### src/hw/rtl/mmsq_pkg.sv
package mmsq_pkg;

    localparam int SAMPLE_W  = 32;
    localparam int FRAC_W    = 16;
    localparam int MAX_DIMS  = 1024;
    localparam int ADDR_W    = $clog2(MAX_DIMS);
    localparam int CFG_W     = ADDR_W + 1;

    localparam int CODE_W    = 8;
    localparam int QUOT_BITS = CODE_W;
    localparam int QCNT_W    = $clog2(QUOT_BITS);

    // Extended difference/range: one extra bit for the sign.
    localparam int DIFF_W    = SAMPLE_W + 1;
    // Rounded dividend 2*255*diff + range, and divisor 2*range.
    localparam int NUM_W     = SAMPLE_W + 10;
    localparam int DEN_W     = SAMPLE_W + 1;

    localparam int S_TDATA_W = ((SAMPLE_W + 7) / 8) * 8;
    localparam int S_TUSER_W = 2;
    localparam int M_FIELD_W = CODE_W + ADDR_W;
    localparam int M_TDATA_W = ((M_FIELD_W + 7) / 8) * 8;

    localparam logic [CODE_W-1:0] CODE_MAX = {CODE_W{1'b1}};

    localparam logic MODE_TRAIN    = 1'b0;
    localparam logic MODE_QUANTIZE = 1'b1;

endpackage

### src/hw/rtl/mmsq_divider.sv
module mmsq_divider
    import mmsq_pkg::*;
(
    input  logic                i_clk,
    input  logic                i_rst_n,
    input  logic                i_start,
    input  logic [NUM_W-1:0]    i_num,
    input  logic [DEN_W-1:0]    i_den,
    output logic                o_done,
    output logic [QUOT_BITS-1:0] o_quot
);

    logic                 r_busy,  n_busy;
    logic                 r_done,  n_done;
    logic [QCNT_W-1:0]    r_cnt,   n_cnt;
    logic [NUM_W-1:0]     r_rem,   n_rem;
    logic [NUM_W-1:0]     r_dsh,   n_dsh;
    logic [QUOT_BITS-1:0] r_quot,  n_quot;

    // Restoring division, one quotient bit per cycle, most significant first.
    always_comb begin
        n_busy = r_busy;
        n_done = 1'b0;
        n_cnt  = r_cnt;
        n_rem  = r_rem;
        n_dsh  = r_dsh;
        n_quot = r_quot;
        if (i_start) begin
            n_busy = 1'b1;
            n_cnt  = QCNT_W'(QUOT_BITS - 1);
            n_rem  = i_num;
            n_dsh  = NUM_W'(i_den) << (QUOT_BITS - 1);
            n_quot = '0;
        end else if (r_busy) begin
            if (r_rem >= r_dsh) begin
                n_rem  = r_rem - r_dsh;
                n_quot = {r_quot[QUOT_BITS-2:0], 1'b1};
            end else begin
                n_quot = {r_quot[QUOT_BITS-2:0], 1'b0};
            end
            n_dsh = r_dsh >> 1;
            n_cnt = r_cnt - 1'b1;
            if (r_cnt == '0) begin
                n_busy = 1'b0;
                n_done = 1'b1;
            end
        end
    end

    always_ff @(posedge i_clk) begin
        if (!i_rst_n) begin
            r_busy <= 1'b0;
            r_done <= 1'b0;
        end else begin
            r_busy <= n_busy;
            r_done <= n_done;
        end
        r_cnt  <= n_cnt;
        r_rem  <= n_rem;
        r_dsh  <= n_dsh;
        r_quot <= n_quot;
    end

    assign o_done = r_done;
    assign o_quot = r_quot;

endmodule

### config.mk
export PLATFORM = sky130hd
export DESIGN_NAME = mmsq_divider
export DESIGN_NICKNAME = d
export VERILOG_FILES = /design/src/hw/rtl/mmsq_pkg.sv /design/src/hw/rtl/mmsq_divider.sv
export SDC_FILE = /design/constraint.sdc
export NUM_CORES = 1
export LEC_CHECK = 0
export ABC_AREA = 0
export BUFFER_PORTS_ARGS = -buffer_cell sky130_fd_sc_hd__buf_2
export CAP_MARGIN = 30
export CORE_ASPECT_RATIO = 0.8
export CORE_UTILIZATION = 45
export DETAILED_ROUTE_END_ITERATION = 10
export HOLD_SLACK_MARGIN = 0.05
export MAX_ROUTING_LAYER = met4
export RECOVER_POWER = 25
export SLEW_MARGIN = 20
export SYNTH_ARGS = -nofsm -noshare
export SYNTH_HDL_FRONTEND = slang
export SYNTH_SLANG_ARGS = --single-unit
### constraint.sdc
create_clock -name i_clk -period 15.8 [get_ports i_clk]
set_input_delay 3.16 -clock i_clk [delete_from_list [all_inputs] [get_ports i_clk]]
set_output_delay 3.16 -clock i_clk [all_outputs]
set_load 0.02 [all_outputs]
# Word level (Yosys, flattened, before mapping)
# Cells that the tools add are included.
[op_classes]
n_addsub = 2
magnitude_cmp = 1
mux = 10
bitwise = 2
reduce_logical = 5
[ops]
columns = ["operator", "n"]
rows = [
  ["$mux 42", 3],
  ["$mux 40", 2],
  ["$ge 42x40->1", 1],
  ["$sub 42x40->42", 1],
  ["$mux 1", 5],
  ["$reduce_bool 2->1", 2],
  ["$logic_not 3->1", 1],
  ["$reduce_or 3->1", 1],
  ["$sub 3x1->3 const B", 1],
  ["$not 1->1", 2],
  ["$reduce_and 2->1", 1],
]
[word_totals]
reg_bits = 95
out_inout_bits = 9

# Depth between registers and ports, before layout
# Gate-level depths: netlist (run 1).
[logic_depth]
word_depth = 4
depth_mapped = 12
ltp_nobuf = 11

# Least setup slack after synthesis (run 1)
# No wires, ideal clock.
[synth_path]
kind = "input port to flip-flop"
startpoint = "input port i_start"
endpoint = "register r_rem[0] (enable)"
setup_ps = 778
arrival_time_ps = 5070
required_ps = 15022
slack_ps = 9952
stages = 4
n_path_buf = 2
path_cell_list = "clkbuf_1 -> clkinv_1 -> clkbuf_1 -> o21ai_0"
[synth_via]
elab_chain_len = 2
word_cells_on_any_way = 3
cone_classes = "reduce/logical (3)"
[synth_lines]
columns = ["item", "line_no", "rtl"]
rows = [
  ["start, declared", "mmsq_divider.sv:6", "input logic i_start,"],
  ["$reduce_bool 2->1 (no source line)", "n/a", ""],
  ["$reduce_and 2->1 (no source line) *", "n/a", ""],
  ["end signal, assigned", "mmsq_divider.sv:59", "r_rem <= n_rem;"],
  ["end, declared", "mmsq_divider.sv:16", "logic [NUM_W-1:0] r_rem, n_rem;"],
]
# Every way passes the cells marked *; elsewhere a longest branch is shown, timed or not.
# A chain may end at the register's enable or synchronous reset.

# Final worst setup path (run 1)
[layout_path]
startpoint = "input port i_start"
endpoint = "register r_dsh[32] (enable)"
[layout_via]
elab_chain_len = 1
[layout_lines]
columns = ["item", "line_no", "rtl"]
rows = [
  ["$reduce_bool 2->1 (no source line)", "n/a", ""],
  ["end signal, assigned", "mmsq_divider.sv:60", "r_dsh <= n_dsh;"],
  ["end, declared", "mmsq_divider.sv:17", "logic [NUM_W-1:0] r_dsh, n_dsh;"],
]
# Every way passes these cells.

==> reports/summary.txt, run 1 <==
CTS max path bufs -> 2
Placed cell areas -> 0.00713 mm²
R2R setup slack -> 12230 ps
Layout Utilization -> 52.1%
Number of DRC markers in iteration 0 -> 377
P_int -> 656 µW
GPL Wtd Cong -> 0.910
I/O pin cnt -> 87
Clk slew on worst S/H paths -> 60 ps
Routed wire per std cell -> 16.2 µm
Hold Vio Cnt, Final -> 0
PortBufs -> 86
Status -> finished with violations
RR Endpoint -> r_rem[4]
Final net count -> 932
Reg-to-reg startpoint -> r_rem[0]
CTS buffer count -> 9
WL final -> 16200 µm
Crit path max-delay family -> buffers and inverters
Hold path cells -> 2
Largest net degree at the start of global routing -> 105
Synth Cell Area -> 0.00660 mm²
Worst path cell trace -> clkbuf_1, clkinv_1, nand2_1, buf_4
Row cnt -> 39
Period minus WS final -> 7490 ps
Vias per inst -> 5.60
Layout cells sized above 1 -> 14.3%
HPWL Detailed -> 11900 µm
Final Cycle Share -> 47.4%
WP buf/inv -> 3
Cells resized by post-CTS repair -> 0
Synth top area cells -> edfxtp_1 (34%), ha_1 (8.0%), nand2_1 (7.1%)
Clock Skew -> 9.21 ps
Drt drc -> 0
Inserted Diodes -> 0
Area grow syn2layout -> 12.9%
Top-count cell post-synth -> nand2_1
Worst path slowest cell -> clkbuf_1
Sw Pwr -> 427 µW
Yosys warnings -> 0
H-tree levels -> 3
First drt pass iteration count -> 4
Maximum vdd drop -> 0.0000681 V
Setup crit end kind -> register
Syn_nets -> 873
Die extent in y -> 110 µm
Logic gate share of total power -> 47.4%
Dominant synthesized flop cell -> edfxtp_1
GRT Resource Usage Total -> 23.0%
Initial Util -> 46.2%
Hold crit path type -> register to register
F_max -> 134 MHz
Startpoint Class -> input pin
Number of flops mapped to enable cells by yosys -> 75
Slew HR -> -58.1%
Setup TNS -> 0 ps
Leak -> 0.00315 µW
Register area share after synthesis -> 40.2%
PwrDens -> 145 mW/mm²
Hold Path Sink -> r_cnt[1]
Clock latency on the worst-skew pair -> 360 ps
Worst Path Required -> 15830 ps
Failing checks -> max-capacitance violations, max-slew violations
Worst R2R Path Depth -> 12
Sw frac -> 39.4%
CP max FO -> 62
Initial antenna violation count -> 0
Kind of critical path -> input pin to register
Syn avg cell area -> 8.78 µm²
Clock network fraction of design power -> 20.8%
Hold_buf cts -> 0
Root buf cell -> clkbuf_16
Cell variety after synth -> 65
Core area -> 0.0143 mm²
Remaining global-route overflow -> 0
Setup Fix Bufs, Post-CTS -> 0
First-pass GRT wire length -> 25800 µm
Vias in the first global route -> 5225
Sinks on Clock Net -> 95
Post-synth top area share -> 34.1%
Async SR Flop Fraction -> 0%
Crit-path max cell delay -> 1650 ps
DRT antenna net count -> 0
RSZ-0062 raised after global routing -> no
Slew Limit Fails -> 63
Sequential fraction of design power -> 31.7%
Die ar. -> 0.0152 mm²
Cells after DPL -> 983
Startpoint of the worst hold path -> r_cnt[1]
Synth Register Bits -> 95
CP Data Arrival Time -> 7520 ps
Synth area leader -> edfxtp_1
Final number of setup-violating endpoints -> 0
Final non-filler cell area -> 0.00745 mm²
CTS tree -> yes
Final std cells w/o fill -> 1000
Vias -> 5599
Die W -> 137 µm
Syn Inst Count -> 752
Max_cap viols -> 1
Top cells by count, synth -> nand2_1 (125), edfxtp_1 (75), inv_1 (54), o21ai_0 (49), a21oi_1 (44)
Pin slew with the least headroom to its limit -> 2370 ps
==> flip-flops by register name (all words and copies together) (netlist names) <==
register / flops
o_done: 1
o_quot: 8
r_dsh: 40
r_cnt: 3
r_rem: 42
r_busy: 1
==> worst register-to-register path: cells and delay by family (launching register included) <==
family	cells	cell delay [ps]
AND/OR/NAND/NOR	2	430
AO/OA/AOI/OAI	6	1240
adder cells (fa/ha/maj)	2	620
buffers and inverters	2	570
flip-flops	1	320
==> through the flow <==
step                total power (µW)  setup WS, ps  hold WS [ps]
detailed placement               852          9920           479
global placement                 844         10070           465
floorplan                        737          9950           444
CTS                             1080         10320           494
global route                    1160          7890           522
finish                          1080          8310           488
==> power groups by stage <==
stage	registers (µW)	clock network, µW	logic, µW
global placement	348	0	497
CTS	344	233	506
finish	344	226	514
floorplan	346	0	391
global route	349	241	567
detailed placement	349	0	503
==> placed cells by master (no fill, tap or decap), types with 4 or more instances in the layout <==
| cell | Yosys | layout |
|---|---|---|
| a31oi_1 | 6 | 6 |
| nand2_1 | 125 | 125 |
| a21oi_1 | 44 | 44 |
| clkbuf_16 | 0 | 11 |
| buf_4 | 2 | 5 |
| xor2_1 | 13 | 13 |
| o211ai_1 | 5 | 5 |
| dfxtp_1 | 20 | 20 |
| nor3_1 | 18 | 18 |
| xnor2_1 | 16 | 16 |
| edfxtp_1 | 75 | 75 |
| nor2b_1 | 8 | 8 |
| o21ai_1 | 10 | 10 |
| buf_2 | 9 | 78 |
| o21a_1 | 6 | 6 |
| mux2i_1 | 16 | 16 |
| nand3_1 | 9 | 9 |
| nor2_1 | 43 | 43 |
| and2_1 | 4 | 4 |
| clkbuf_1 | 27 | 9 |
| o21ai_0 | 49 | 48 |
| a21o_1 | 24 | 24 |
| o21bai_1 | 5 | 5 |
| o31ai_1 | 37 | 37 |
| and3_1 | 7 | 7 |
| nand4_1 | 12 | 12 |
| inv_1 | 54 | 54 |
| ha_1 | 42 | 42 |
==> routing by layer <==
metal / track usage (%) / part of all wire, % / vias up
met5: - / 0 / -
met4: 7.38 / 1.5 / 0
met3: 4.53 / 5.5 / 17
met2: 32.6 / 42 / 152
met1: 32.5 / 51 / 2601
li1: - / - / 2829
==> worst max-delay path by stage <==
stage                 start        end  slack (ps)  depth (start not counted)
finish              i_start  r_dsh[32]        8310                          4
global route        i_start  r_dsh[34]        7890                          4
CTS                 i_start  r_dsh[34]       10320                          4
detailed placement  i_start  r_dsh[38]        9920                          4
global placement    i_start  r_dsh[39]       10070                          4
floorplan           i_start   r_rem[0]        9950                          4
==> area by class of cell <==
class                      count  area [µm²]
timing repair buffer          92         478
fill                        1375        6850
tap                          184         230
inverter                      56         210
clock buffer                  13         293
sequential                    95        2650
multi-input combinational    557        3560
clock inverter                 3        20.0
==> kinds of logic (layout without fill, tap and decap cells) <==
logic type      count (synthesis)  count (layout)  share of synthesized area (%)
simple gates                  248             248                           17.1
compound gates                220             220                           22.0
buf+inv                       100             164                           5.97
flops                          95              95                           40.2
fa+ha+maj                      43              43                           8.27
xor+xnor                       29              29                           3.85
mux                            17              17                           2.60
Power figures use the tool's default switching activity.
==> run 2: changes to the inputs <==
==> constraint.sdc (replaced) <==
create_clock -name i_clk -period 7.8 [get_ports i_clk]
set_input_delay 1.56 -clock i_clk [delete_from_list [all_inputs] [get_ports i_clk]]
set_output_delay 1.56 -clock i_clk [all_outputs]
set_load 0.02 [all_outputs]
==> reports/summary.txt, run 2 (synthesized netlist as in run 1, its figures left out) <==
Final net count -> 932
Max_cap viols -> 1
Failing checks -> max-capacitance violations, max-slew violations
Sw Pwr -> 881 µW
Root buf cell -> clkbuf_16
Die W -> 137 µm
Die ar. -> 0.0152 mm²
Startpoint Class -> input pin
P_int -> 1310 µW
Number of DRC markers in iteration 0 -> 445
Row cnt -> 39
CTS buffer count -> 9
Hold Vio Cnt, Final -> 0
DRT antenna net count -> 0
WL final -> 16600 µm
Clock Skew -> 14.6 ps
CP Data Arrival Time -> 4120 ps
GRT Resource Usage Total -> 23.6%
Commonest non-fill, non-tap cells in the layout -> nand2_1 (126), buf_2 (76), edfxtp_1 (75)
Clock network fraction of design power -> 20.5%
Slew HR -> -21.3%
Max FFs per register -> 42
Layout cells sized above 1 -> 13.8%
FF+latch area -> 0.00265 mm²
Vias -> 5707
Initial Util -> 46.2%
Setup TNS -> 0 ps
CTS tree -> yes
Logic gate share of total power -> 47.6%
Status -> finished with violations
Worst Path Required -> 7910 ps
Final Cycle Share -> 51.5%
Fill cell count -> 1366
Area grow syn2layout -> 12.5%
Clock latency on the worst-skew pair -> 370 ps
Inserted Diodes -> 0
Die extent in y -> 110 µm
Initial antenna violation count -> 0
Sw frac -> 40.2%
F_max -> 249 MHz
PortBufs -> 86
Final std cells w/o fill -> 1000
Period minus WS final -> 4020 ps
HPWL Detailed -> 12000 µm
Final number of setup-violating endpoints -> 0
Hold crit path type -> register to register
Cells resized by post-CTS repair -> 0
Remaining global-route overflow -> 0
Pin slew with the least headroom to its limit -> 1820 ps
RSZ-0062 raised after global routing -> no
Kind of critical path -> input pin to register
Vias per inst -> 5.71
First drt pass iteration count -> 5
Largest net degree at the start of global routing -> 108
Sequential fraction of design power -> 31.9%
Sinks on Clock Net -> 95
Cells after DPL -> 983
Leading cell type in the layout, fill and taps excluded -> nand2_1
PwrDens -> 295 mW/mm²
Leak -> 0.00313 µW
Multi-input combinational cell area -> 0.00356 mm²
CP max FO -> 59
Hold_buf cts -> 0
Clk slew on worst S/H paths -> 70 ps
First-pass GRT wire length -> 26700 µm
I/O pin cnt -> 87
Vias in the first global route -> 5306
Maximum vdd drop -> 0.000150 V
Setup Fix Bufs, Post-CTS -> 0
GPL Wtd Cong -> 0.923
H-tree levels -> 3
CTS max path bufs -> 2
Routed wire per std cell -> 16.6 µm
Reg with most FFs -> r_rem
Setup crit end kind -> register
Slew Limit Fails -> 41
Drt drc -> 0
Layout Utilization -> 51.9%
Core area -> 0.0143 mm²
-- run 2: cell types whose count changed in the layout (fill, tap and decap cells not counted), sizes merged --
| cell | previous run | this run |
|---|---|---|
| buf | 84 | 82 |
| clkbuf | 21 | 22 |
| inv | 55 | 56 |
-- run 2: final cells by class --
class / instances / share of cell area [%]
flip-flops and latches: 95 / 35.7
repair buffers: 92 / 6.45
clock buffers: 12 / 3.61
well taps: 184 / 3.10
clock inverters: 4 / 0.337
inverters: 56 / 2.83
multi-input cells: 557 / 48.0
-- run 2: layer usage --
| metal | share of wire [%] | GRT usage [%] | vias up |
|---|---|---|---|
| li1 | - | - | 2836 |
| met1 | 50 | 33.2 | 2678 |
| met2 | 42 | 34.7 | 174 |
| met3 | 6.6 | 5.17 | 19 |
| met4 | 1.4 | 5.10 | 0 |
| met5 | 0 | - | - |
-- run 2: path summary, 6_finish.rpt --
| kind | depth (start not counted) | to | slack, ps | startpoint |
|---|---|---|---|---|
| worst max-delay path | 6 | r_rem[40] | 3780 | i_start |
| worst min-delay path | 2 | r_cnt[1] | 480 | r_cnt[1] |
| worst max register to register | 12 | r_rem[0] | 4200 | r_rem[0] |
| worst min register to register | 2 | r_cnt[1] | 480 | r_cnt[1] |
-- run 2: worst max-delay path, cell delays in order --
cell	delay (ps)
buf_4	430
clkbuf_1	1360
nor2b_1	160
mux2_2	340
a31oi_1	140
o211ai_1	110
-- run 2: metrics by stage --
| step | total power (µW) | worst slack [ps] | hold slack (ps) | cell area, µm² |
|---|---|---|---|---|
| floorplan | 1490 | 2250 | 444 | 6600 |
| global placement | 1710 | 3660 | 461 | 7120 |
| detailed placement | 1730 | 3580 | 472 | 7130 |
| CTS | 2180 | 3950 | 486 | 7420 |
| global route | 2340 | 3560 | 536 | 7430 |
| finish | 2190 | 3780 | 481 | 7430 |
-- run 2: power groups by stage --
stage / Sequential (µW) / Combinational (µW) / Clock, µW
finish: 699 / 1040 / 449
global route: 707 / 1160 / 471
CTS: 700 / 1030 / 456
detailed placement: 710 / 1020 / 0
global placement: 708 / 1000 / 0
floorplan: 700 / 792 / 0
